**src/design/tgf_pkg.sv**
```systemverilog
// Shared widths, register indexes and control structs of the tick gap filler.
// Used by the controller, the datapath, the top level and the checker.
`default_nettype none
package tgf_pkg;

    localparam int TIME_W       = 62;
    localparam int GRID_W       = 63;
    localparam int IVAL_W       = 52;
    localparam int PRICE_W      = 32;
    localparam int SIZE_W       = 32;
    localparam int FIELDS_W     = TIME_W + 3 * PRICE_W + 2 * SIZE_W;
    localparam int DATA_W       = ((FIELDS_W + 7) / 8) * 8;
    localparam int PAD_W        = DATA_W - FIELDS_W;
    localparam int USER_W       = 2;
    localparam int CFG_IDX_W    = 1;
    localparam int CFG_DATA_W   = 62;

    localparam int MAX_GHOSTS_DEF = 63;
    localparam int PRICE_BITS_DEF = 32;

    localparam logic [CFG_IDX_W-1:0] REG_START_TIME    = 1'b0;
    localparam logic [CFG_IDX_W-1:0] REG_GRID_INTERVAL = 1'b1;

    localparam int USER_GHOST = 0;
    localparam int USER_CAP   = 1;

    typedef struct packed {
        logic load_tick;
        logic emit_ghost;
        logic emit_real;
    } tgf_cmd_t;

    typedef struct packed {
        logic out_free;
        logic ghost_due;
    } tgf_stat_t;

endpackage
`default_nettype wire

```
**src/design/tgf_dp.sv**
```systemverilog
// Datapath of the tick gap filler: tick register, grid time, previous prices,
// ghost counter and the output register. Depends on tgf_pkg.
`default_nettype none
module tgf_dp
    import tgf_pkg::*;
#(
    parameter int MAX_GHOSTS = MAX_GHOSTS_DEF,
    parameter int PRICE_BITS = PRICE_BITS_DEF
)
(
    input  wire logic                  clk,
    input  wire logic                  rst_n,
    input  wire logic [DATA_W-1:0]     s_tdata,
    input  wire logic                  cfg_we,
    input  wire logic [CFG_IDX_W-1:0]  cfg_index,
    input  wire logic [CFG_DATA_W-1:0] cfg_data,
    input  wire tgf_cmd_t              cmd,
    output tgf_stat_t                  stat,
    output logic                       m_tvalid,
    input  wire logic                  m_tready,
    output logic [DATA_W-1:0]          m_tdata,
    output logic [USER_W-1:0]          m_tuser,
    output logic                       m_tlast
);

    localparam int KEEP_BITS = (PRICE_BITS < PRICE_W) ? PRICE_BITS : PRICE_W;
    localparam int CNT_BITS  = $clog2(MAX_GHOSTS + 1);

    logic [TIME_W-1:0]    time_reg;
    logic [KEEP_BITS-1:0] ask_reg, bid_reg, last_reg;
    logic [SIZE_W-1:0]    ask_size_reg, bid_size_reg;
    logic [KEEP_BITS-1:0] prev_ask_reg, prev_bid_reg, prev_last_reg;
    logic                 have_prev_reg;
    logic [GRID_W-1:0]    grid_reg, grid_next;
    logic [IVAL_W-1:0]    ival_reg;
    logic [CNT_BITS-1:0]  cnt_reg;
    logic                 out_valid_reg;
    logic [DATA_W-1:0]    out_data_reg, out_data_next;
    logic [USER_W-1:0]    out_user_reg, out_user_next;
    logic                 out_last_reg, out_last_next;
    logic [GRID_W:0]      grid_sum;
    logic                 gap;
    logic                 cap_reached;

    assign grid_sum    = {1'b0, grid_reg} + {{(GRID_W + 1 - IVAL_W){1'b0}}, ival_reg};
    assign gap         = {1'b0, time_reg} > grid_reg;
    assign cap_reached = (cnt_reg == CNT_BITS'(MAX_GHOSTS));

    assign stat.out_free  = !out_valid_reg || m_tready;
    assign stat.ghost_due = have_prev_reg && gap && !cap_reached;

    always_comb
    begin
        grid_next = grid_reg;
        if (cfg_we && cfg_index == REG_START_TIME)
        begin
            grid_next = {1'b0, cfg_data[TIME_W-1:0]};
        end
        else if (cmd.emit_ghost)
        begin
            grid_next = grid_sum[GRID_W] ? {GRID_W{1'b1}} : grid_sum[GRID_W-1:0];
        end
    end

    always_comb
    begin
        if (cmd.emit_ghost)
        begin
            out_data_next = {{PAD_W{1'b0}}, {SIZE_W{1'b0}}, {SIZE_W{1'b0}},
                             PRICE_W'(prev_last_reg), PRICE_W'(prev_bid_reg),
                             PRICE_W'(prev_ask_reg), grid_reg[TIME_W-1:0]};
            out_user_next = USER_W'(1) << USER_GHOST;
            out_last_next = 1'b0;
        end
        else
        begin
            out_data_next = {{PAD_W{1'b0}}, bid_size_reg, ask_size_reg,
                             PRICE_W'(last_reg), PRICE_W'(bid_reg),
                             PRICE_W'(ask_reg), time_reg};
            out_user_next = cap_reached ? (USER_W'(1) << USER_CAP) : '0;
            out_last_next = (cnt_reg != '0);
        end
    end

    always_ff @(posedge clk or negedge rst_n)
    begin
        if (!rst_n)
        begin
            have_prev_reg <= 1'b0;
            grid_reg      <= '0;
            ival_reg      <= {IVAL_W{1'b1}};
            cnt_reg       <= '0;
            out_valid_reg <= 1'b0;
            prev_ask_reg  <= '0;
            prev_bid_reg  <= '0;
            prev_last_reg <= '0;
        end
        else
        begin
            grid_reg <= grid_next;
            if (cfg_we && cfg_index == REG_GRID_INTERVAL)
            begin
                ival_reg <= cfg_data[IVAL_W-1:0];
            end
            if (cmd.load_tick)
            begin
                cnt_reg <= '0;
            end
            else if (cmd.emit_ghost)
            begin
                cnt_reg <= CNT_BITS'(cnt_reg + 1'b1);
            end
            if (cmd.emit_real)
            begin
                have_prev_reg <= 1'b1;
                prev_ask_reg  <= ask_reg;
                prev_bid_reg  <= bid_reg;
                prev_last_reg <= last_reg;
            end
            if (cmd.emit_ghost || cmd.emit_real)
            begin
                out_valid_reg <= 1'b1;
            end
            else if (m_tready)
            begin
                out_valid_reg <= 1'b0;
            end
        end
    end

    always_ff @(posedge clk)
    begin
        if (cmd.load_tick)
        begin
            time_reg     <= s_tdata[TIME_W-1:0];
            ask_reg      <= s_tdata[TIME_W +: KEEP_BITS];
            bid_reg      <= s_tdata[TIME_W + PRICE_W +: KEEP_BITS];
            last_reg     <= s_tdata[TIME_W + 2 * PRICE_W +: KEEP_BITS];
            ask_size_reg <= s_tdata[TIME_W + 3 * PRICE_W +: SIZE_W];
            bid_size_reg <= s_tdata[TIME_W + 3 * PRICE_W + SIZE_W +: SIZE_W];
        end
        if (cmd.emit_ghost || cmd.emit_real)
        begin
            out_data_reg <= out_data_next;
            out_user_reg <= out_user_next;
            out_last_reg <= out_last_next;
        end
    end

    assign m_tvalid = out_valid_reg;
    assign m_tdata  = out_data_reg;
    assign m_tuser  = out_user_reg;
    assign m_tlast  = out_last_reg;

endmodule
`default_nettype wire

```
**src/design/tgf_ctrl.sv**
```systemverilog
// Controller of the tick gap filler: accepts one tick, then emits ghosts and
// the real tick one per free output slot. Depends on tgf_pkg.
`default_nettype none
module tgf_ctrl
    import tgf_pkg::*;
(
    input  wire logic      clk,
    input  wire logic      rst_n,
    input  wire logic      s_tvalid,
    output logic           s_tready,
    input  wire tgf_stat_t stat,
    output tgf_cmd_t       cmd
);

    localparam logic ST_IDLE = 1'b0;
    localparam logic ST_EMIT = 1'b1;

    logic state_reg, state_next;

    assign s_tready = (state_reg == ST_IDLE);

    always_comb
    begin
        state_next     = state_reg;
        cmd.load_tick  = 1'b0;
        cmd.emit_ghost = 1'b0;
        cmd.emit_real  = 1'b0;
        unique case (state_reg)
            ST_IDLE:
            begin
                if (s_tvalid)
                begin
                    cmd.load_tick = 1'b1;
                    state_next    = ST_EMIT;
                end
            end
            ST_EMIT:
            begin
                if (stat.out_free)
                begin
                    if (stat.ghost_due)
                    begin
                        cmd.emit_ghost = 1'b1;
                    end
                    else
                    begin
                        cmd.emit_real = 1'b1;
                        state_next    = ST_IDLE;
                    end
                end
            end
        endcase
    end

    always_ff @(posedge clk or negedge rst_n)
    begin
        if (!rst_n)
        begin
            state_reg <= ST_IDLE;
        end
        else
        begin
            state_reg <= state_next;
        end
    end

endmodule
`default_nettype wire

```
**src/design/tick_gap_filler_core.sv**
```systemverilog
// Tick gap filler: one tick in, its ghost ticks and the tick itself out.
// A tick sends its n ghosts, if any, and then itself. The next tick can be accepted
// once the tick itself has been loaded into the output register.
// The first result follows the tick load; one result per cycle while not stalled.
// The output register sets the pace: each result occupies it until it is taken.
// Reset clears the control state, the grid time to zero and the interval to its maximum.
`default_nettype none
module tick_gap_filler_core
    import tgf_pkg::*;
#(
    parameter int MAX_GHOSTS = MAX_GHOSTS_DEF,
    parameter int PRICE_BITS = PRICE_BITS_DEF
)
(
    input  wire logic                  clk,
    input  wire logic                  rst_n,
    input  wire logic                  s_tvalid,
    output logic                       s_tready,
    // tick_time, ask_price, bid_price, last_trade_price, ask_size, bid_size, zero pad.
    input  wire logic [DATA_W-1:0]     s_tdata,
    output logic                       m_tvalid,
    input  wire logic                  m_tready,
    // out_time, out_ask, out_bid, out_last_price, out_ask_size, out_bid_size, zero pad.
    output logic [DATA_W-1:0]          m_tdata,
    // is_ghost, cap_hit.
    output logic [USER_W-1:0]          m_tuser,
    output logic                       m_tlast,
    input  wire logic                  cfg_valid,
    output logic                       cfg_ready,
    input  wire logic [CFG_IDX_W-1:0]  cfg_index,
    input  wire logic [CFG_DATA_W-1:0] cfg_data
);

    tgf_cmd_t  cmd;
    tgf_stat_t stat;

    assign cfg_ready = 1'b1;

    tgf_ctrl u_ctrl (
        .clk      (clk),
        .rst_n    (rst_n),
        .s_tvalid (s_tvalid),
        .s_tready (s_tready),
        .stat     (stat),
        .cmd      (cmd)
    );

    tgf_dp #(
        .MAX_GHOSTS (MAX_GHOSTS),
        .PRICE_BITS (PRICE_BITS)
    ) u_dp (
        .clk       (clk),
        .rst_n     (rst_n),
        .s_tdata   (s_tdata),
        .cfg_we    (cfg_valid && cfg_ready),
        .cfg_index (cfg_index),
        .cfg_data  (cfg_data),
        .cmd       (cmd),
        .stat      (stat),
        .m_tvalid  (m_tvalid),
        .m_tready  (m_tready),
        .m_tdata   (m_tdata),
        .m_tuser   (m_tuser),
        .m_tlast   (m_tlast)
    );

endmodule
`default_nettype wire

```
**config.mk**
```make
export PLATFORM = sky130hd
export DESIGN_NAME = tick_gap_filler_core
export DESIGN_NICKNAME = d
export VERILOG_FILES = /design/src/design/tgf_pkg.sv /design/src/design/tgf_dp.sv /design/src/design/tgf_ctrl.sv /design/src/design/tick_gap_filler_core.sv
export SDC_FILE = /design/constraint.sdc
export NUM_CORES = 1
export LEC_CHECK = 0
export BUFFER_PORTS_ARGS = -buffer_cell sky130_fd_sc_hd__buf_2
export CORE_MARGIN = 4
export CORE_UTILIZATION = 35
export DETAILED_ROUTE_END_ITERATION = 6
export PLACE_DENSITY = 0.58
export RECOVER_POWER = 100
export REMOVE_ABC_BUFFERS = 1
export SLEW_MARGIN = 20
export SYNTH_ARGS = -nofsm -noshare
export SYNTH_HDL_FRONTEND = slang
export SYNTH_SLANG_ARGS = --single-unit
```
**constraint.sdc**
```tcl
create_clock -name clk -period 11.2 [get_ports clk]
set_input_delay 1.68 -clock clk [delete_from_list [all_inputs] [get_ports clk]]
set_output_delay 1.68 -clock clk [all_outputs]
set_load 0.01 [all_outputs]
```
After elaboration in Yosys (flattened, before gate mapping)
Index checks and enable logic that the tools add are counted.
Widths: inputs -> output; s select.
{ "totals": {"ff_bits": 669, "latch_bits": 0, "ram_bits": 0, "romBits": 0, "input_bits": 292, "output_inout_bits": 230, "wordCells": 54, "mem_count": 0} }
{ "classes": {"n_addsub": 2, "n_mul": 0, "n_div": 0, "n_lt_le_gt_ge": 1, "n_eq_ne": 1, "shift": 0, "mux": 17, "n_bitwise": 2, "n_reduce_logical": 12} }
{ "op_table": {"columns": ["op", "count"], "rows": [
  ["$mux 63", 3],
  ["$mux 158", 1],
  ["$add 63x52->64", 1],
  ["$gt 62x63->1", 1],
  ["$mux 6", 2],
  ["$mux 1", 7],
  ["$add 6x1->6 const B", 1],
  ["$eq 6x6->1 const B", 1],
  ["$mux 2", 3],
  ["$reduce_bool 2->1", 3],
  ["$reduce_bool 6->1", 1],
  ["$logic_and 1x1->1", 4],
  ["$logic_not 1->1", 2],
  ["$logic_or 1x1->1", 2],
  ["$not 1->1", 2],
  ["$pmux 1 s2", 1]
]} }

Logic depth before layout (Yosys ltp)
{ "depth": {"depth_word": 8, "mapped_depth": 16, "ltp_nobuf": 14} }

Hierarchy
From an unflattened synthesis, not the netlist that was laid out.
{ "hier_totals": {"hier_cells": 2061, "area_unflattened_um2": 29554.6} }
{ "by_module_without_submodules": {"columns": ["mod", "instances", "cells_each", "area_each_um2", "seq_area_each_um2"], "rows": [
  ["tgf_dp", 1, 2052, 29482.0, 18968.2],
  ["tgf_ctrl", 1, 7, 61.3, 25.0],
  ["tick_gap_filler_core", 1, 2, 11.3, 0.0]
]} }

Worst setup path after synthesis
Ideal clock, no wire load.
{ "synth_path": {"kind": "input to register", "from": "in s_tvalid", "to": "reg u_dp.cnt_reg[3]", "setup_time_ns": 0.139, "t_arrival_ns": 12.327, "t_required_ns": 11.061, "slack_ns": -1.266, "path_stages": 4, "path_buffers": 0, "cell_sequence": "nor2b_1 -> nor2_1 -> o21ai_0 -> o31ai_1"} }
{ "synth_between": {"elab_chain_cells": 3, "elab_cells_between_ends": 4, "classes_between": "3 x mux; 1 x reduce/logical"} }
{ "synth_rtl": {"columns": ["element", "line_no", "source"], "rows": [
  ["from (decl)", "tick_gap_filler_core.sv:17", "input wire logic s_tvalid,"],
  ["$mux 1 *", "tgf_ctrl.sv:31", "if (s_tvalid)"],
  ["$mux 1 *", "tgf_ctrl.sv:28", "unique case (state_reg)"],
  ["$mux 6 or $reduce_bool 2->1 (tied branches)", null, null],
  ["to (signal assigned)", "tgf_dp.sv:111", "cnt_reg <= CNT_BITS'(cnt_reg + 1'b1);"],
  ["to (decl)", "tgf_dp.sv:36", "logic [CNT_BITS-1:0] cnt_reg;"]
]} }
Mark *: on every way between the ends. The rest lies on a longest branch, timed or not.
A chain may end at the register's enable or synchronous reset.

Worst setup path after layout
{ "layout_path": {"from": "reg u_dp.grid_reg[22]", "to": "reg u_dp.cnt_reg[3]"} }
{ "layout_between": {"elab_chain_cells": 7} }
{ "layout_rtl": {"columns": ["element", "line_no", "source"], "rows": [
  ["from (decl)", "tgf_dp.sv:34", "logic [GRID_W-1:0] grid_reg, grid_next;"],
  ["from (signal assigned)", "tgf_dp.sv:100", "grid_reg <= grid_next;"],
  ["$gt 62x63->1", "tgf_dp.sv:46", "assign gap = {1'b0, time_reg} > grid_reg;"],
  ["$logic_and 1x1->1 (2 in a row)", "tgf_dp.sv:50", "assign stat.ghost_due = have_prev_reg && gap && !cap_reached;"],
  ["$mux 1", "tgf_ctrl.sv:41", "if (stat.ghost_due)"],
  ["$mux 2", "tgf_ctrl.sv:39", "if (stat.out_free)"],
  ["$mux 2", "tgf_ctrl.sv:28", null],
  ["$reduce_bool 2->1 (no line)", null, null]
]} }
No other way between the ends.

==> metrics.cfg <==
[timing]
period_needed_ps=7870
grt_setup_unrepaired=false
fmax_ghz=0.127
max-slew-margin-rel=-2.99
finalMaxSlewViolations=718
period_share=0.703
final_hold_viol_count=0
hold_ws_ps=495
setup_tns_ps=0
setup_viol=0
fin_skew_ps=23.3
finalWorstSetupSlack_ps=3330
max_slew.worst_pin.slew_ps=5990

[critical_path]
path_max_fanout=132
startpoint_type=flop
reg2reg_depth=14
r2r_setup_slack_ps=3330
worstPathRequired_ps=11610
cp-end-kind=flop
reg2reg_to=u_dp.cnt_reg[3]
r2r_start=u_dp.grid_reg[22]
crit_type=flop to flop
arrival_ps=8280

[placement]
portBuffers=516
dp_hpwl_um=53700
gp_congestion=0.858
pre_cts_ws_ps=4430

[run]
cap_violations=13

[status]
failed_checks=capacitance limit, slew limit
status=finished with violations

[logic_synthesis]
synthTopCellsByCount=edfxtp_1, mux2_2, dfrtp_1
ys.flop_type=edfxtp_1
ys_types=68
yosysTopAreaCellShare=0.457
ys_seq_area_frac=0.647
postSynthCellCount=2072
syn_area_um2=29300
ys_seq_elements=667
yosysMostFrequentCell=edfxtp_1
async_flop_share=0.330
synth_edf_count=447
synth.area.top_cells=edfxtp_1, dfrtp_1, mux2_2
avgSynthCellArea_um2=14.2
yosysWarnings=0
yosys.area.top_type=edfxtp_1

[power]
sequentialPowerShare=0.407
clockPowerShare=0.255
power_frac_comb=0.339
ir_worst_vdd_mv=0.217
p_sw_uw=3410
p_int_uw=6520
p_per_area_nw_per_um2=281
p_leak_uw=0.0136
netSwitchingFraction=0.343

[layout]
nets=3009
final_layout_size_suffix_gt1_frac=0.288
area_growth_pct=20.2
largest_reg_flops=222
num-fill-cells=7731

[clocking]
numCtsBuffers=78
htreeDepth=3
ctsResizeCount=0
cts_num_sinks=667
post_cts_buffers=0
tritoncts=yes
cts.path.max_buffers=3
root_buffer=clkbuf_16
postCtsHoldBufs=0
path_clk_slew_ps=60
clock_latency_ps=620

[floorplan]
die_area_um2=88500
io_pins=522
row_count=105
die_x_um=298
fp.coreArea_um2=82600
start_util=0.355
die_h_um=298

[route]
viasPerCell=5.00
ant_nets=0
drc=0
num_vias=18700
drtIter0Drc=1050
wl_um=77500
firstDrtPassIters=5
avgRoutedWirePerCell_um=20.7

[grt]
grt_pass1_wl_um=118000
first_global_vias=19900
grt_antenna_before_repair=23
grt_max_degree=133
overflow=0
grt_usage=0.171

[min_path]
hold_end=u_dp.prev_bid_reg[27]
whs_path_depth=1
hold_class=flop to flop
hold_start=u_dp.bid_reg[27]

-- how the worst max path moves through the flow --
| stage | start | end | slack [ps] | cells after the start |
|---|---|---|---|---|
| CTS | u_dp.time_reg[17] | u_dp.m_tdata[111] | 4940 | 11 |
| global route | u_dp.grid_reg[58] | u_dp.cnt_reg[3] | 2690 | 14 |
| finish | u_dp.grid_reg[22] | u_dp.cnt_reg[3] | 3330 | 14 |
| global placement | m_tready | u_dp.m_tdata[142] | 4450 | 9 |
| floorplan | m_tready | u_dp.grid_reg[44] | -4760 | 8 |
| detailed placement | m_tready | u_dp.m_tdata[123] | 4430 | 9 |
-- layout by cell type (no fill, tap or decap), types with 18 or more instances in the layout --
master,synthesis,layout
nor2_1,74,73
o21ai_0,117,117
xor2_1,25,25
nor2b_1,72,71
nor3_1,20,20
buf_2,33,277
clkbuf_1,46,272
edfxtp_1,447,447
a21oi_1,96,96
a21o_1,41,41
clkbuf_16,0,80
inv_1,95,93
xnor2_1,28,28
mux2_2,306,303
nand2_1,118,117
dfstp_2,52,52
nand4_1,31,31
a211oi_1,18,18
ha_1,116,116
dfrtp_1,168,168
-- worst max-delay path, cell delays in order, from the launching register on --
cell	delay (ps)
dfrtp_1	390
inv_1	80
ha_1	300
nand4_1	210
nor4_1	760
o21ai_0	230
a311o_1	370
a21oi_1	400
nand2_1	400
inv_8	760
clkbuf_1	2140
buf_4	930
nor2_1	140
o21ai_0	320
o31ai_1	120
-- stage by stage --
step           utilization  power, uW  cells  instance area [um^2]
5_1_grt              0.427      10600   3737                 35300
6_report             0.427       9930   3739                 35300
2_1_floorplan            -       6500   1987                 29000
3_3_place_gp         0.400       7400   3590                 33100
3_5_place_dp         0.400       7490   3590                 33100
4_1_cts              0.431      10100   3733                 35600
-- kinds of logic after synthesis --
kind of cell / count (synthesis) / synth area share
simple gates: 367 / 0.0611
other cells: 2 / 0.000256
mux: 313 / 0.120
compound gates: 372 / 0.0807
fa+ha+maj: 117 / 0.0501
flops: 667 / 0.647
buf+inv: 181 / 0.0249
xor+xnor: 53 / 0.0158
-- area by class of cell --
class                           count  area (um^2)  area share
Sequential cell                   667        19000       0.538
Multi-Input combinational cell   1225         9640       0.273
Timing Repair Buffer              533         2370      0.0671
Clock buffer                      111         2220      0.0629
Tap cell                         1070         1340      0.0380
Inverter                           95          372      0.0105
Clock inverter                     32          328     0.00929
Antenna cell                        6         15.0    0.000426
-- power groups by stage --
stage | clock (uW) | sequential [uW] | combinational, uW
after floorplan | 0 | 4210 | 2290
after global placement | 0 | 4010 | 3400
after detailed placement | 0 | 4040 | 3450
after CTS | 2610 | 4000 | 3470
after global routing | 2700 | 4130 | 3740
final | 2530 | 4040 | 3360
-- routing by layer --
layer  share of wire  vias to the layer above  global-route usage
met3           0.081                      170              0.0611
met4           0.032                       24              0.0594
li1                -                     8746                   -
met5          0.0023                        -                   0
met1            0.40                     9226               0.204
met2            0.48                      523               0.286
Note: power is estimated with default switching activity, not from simulation.
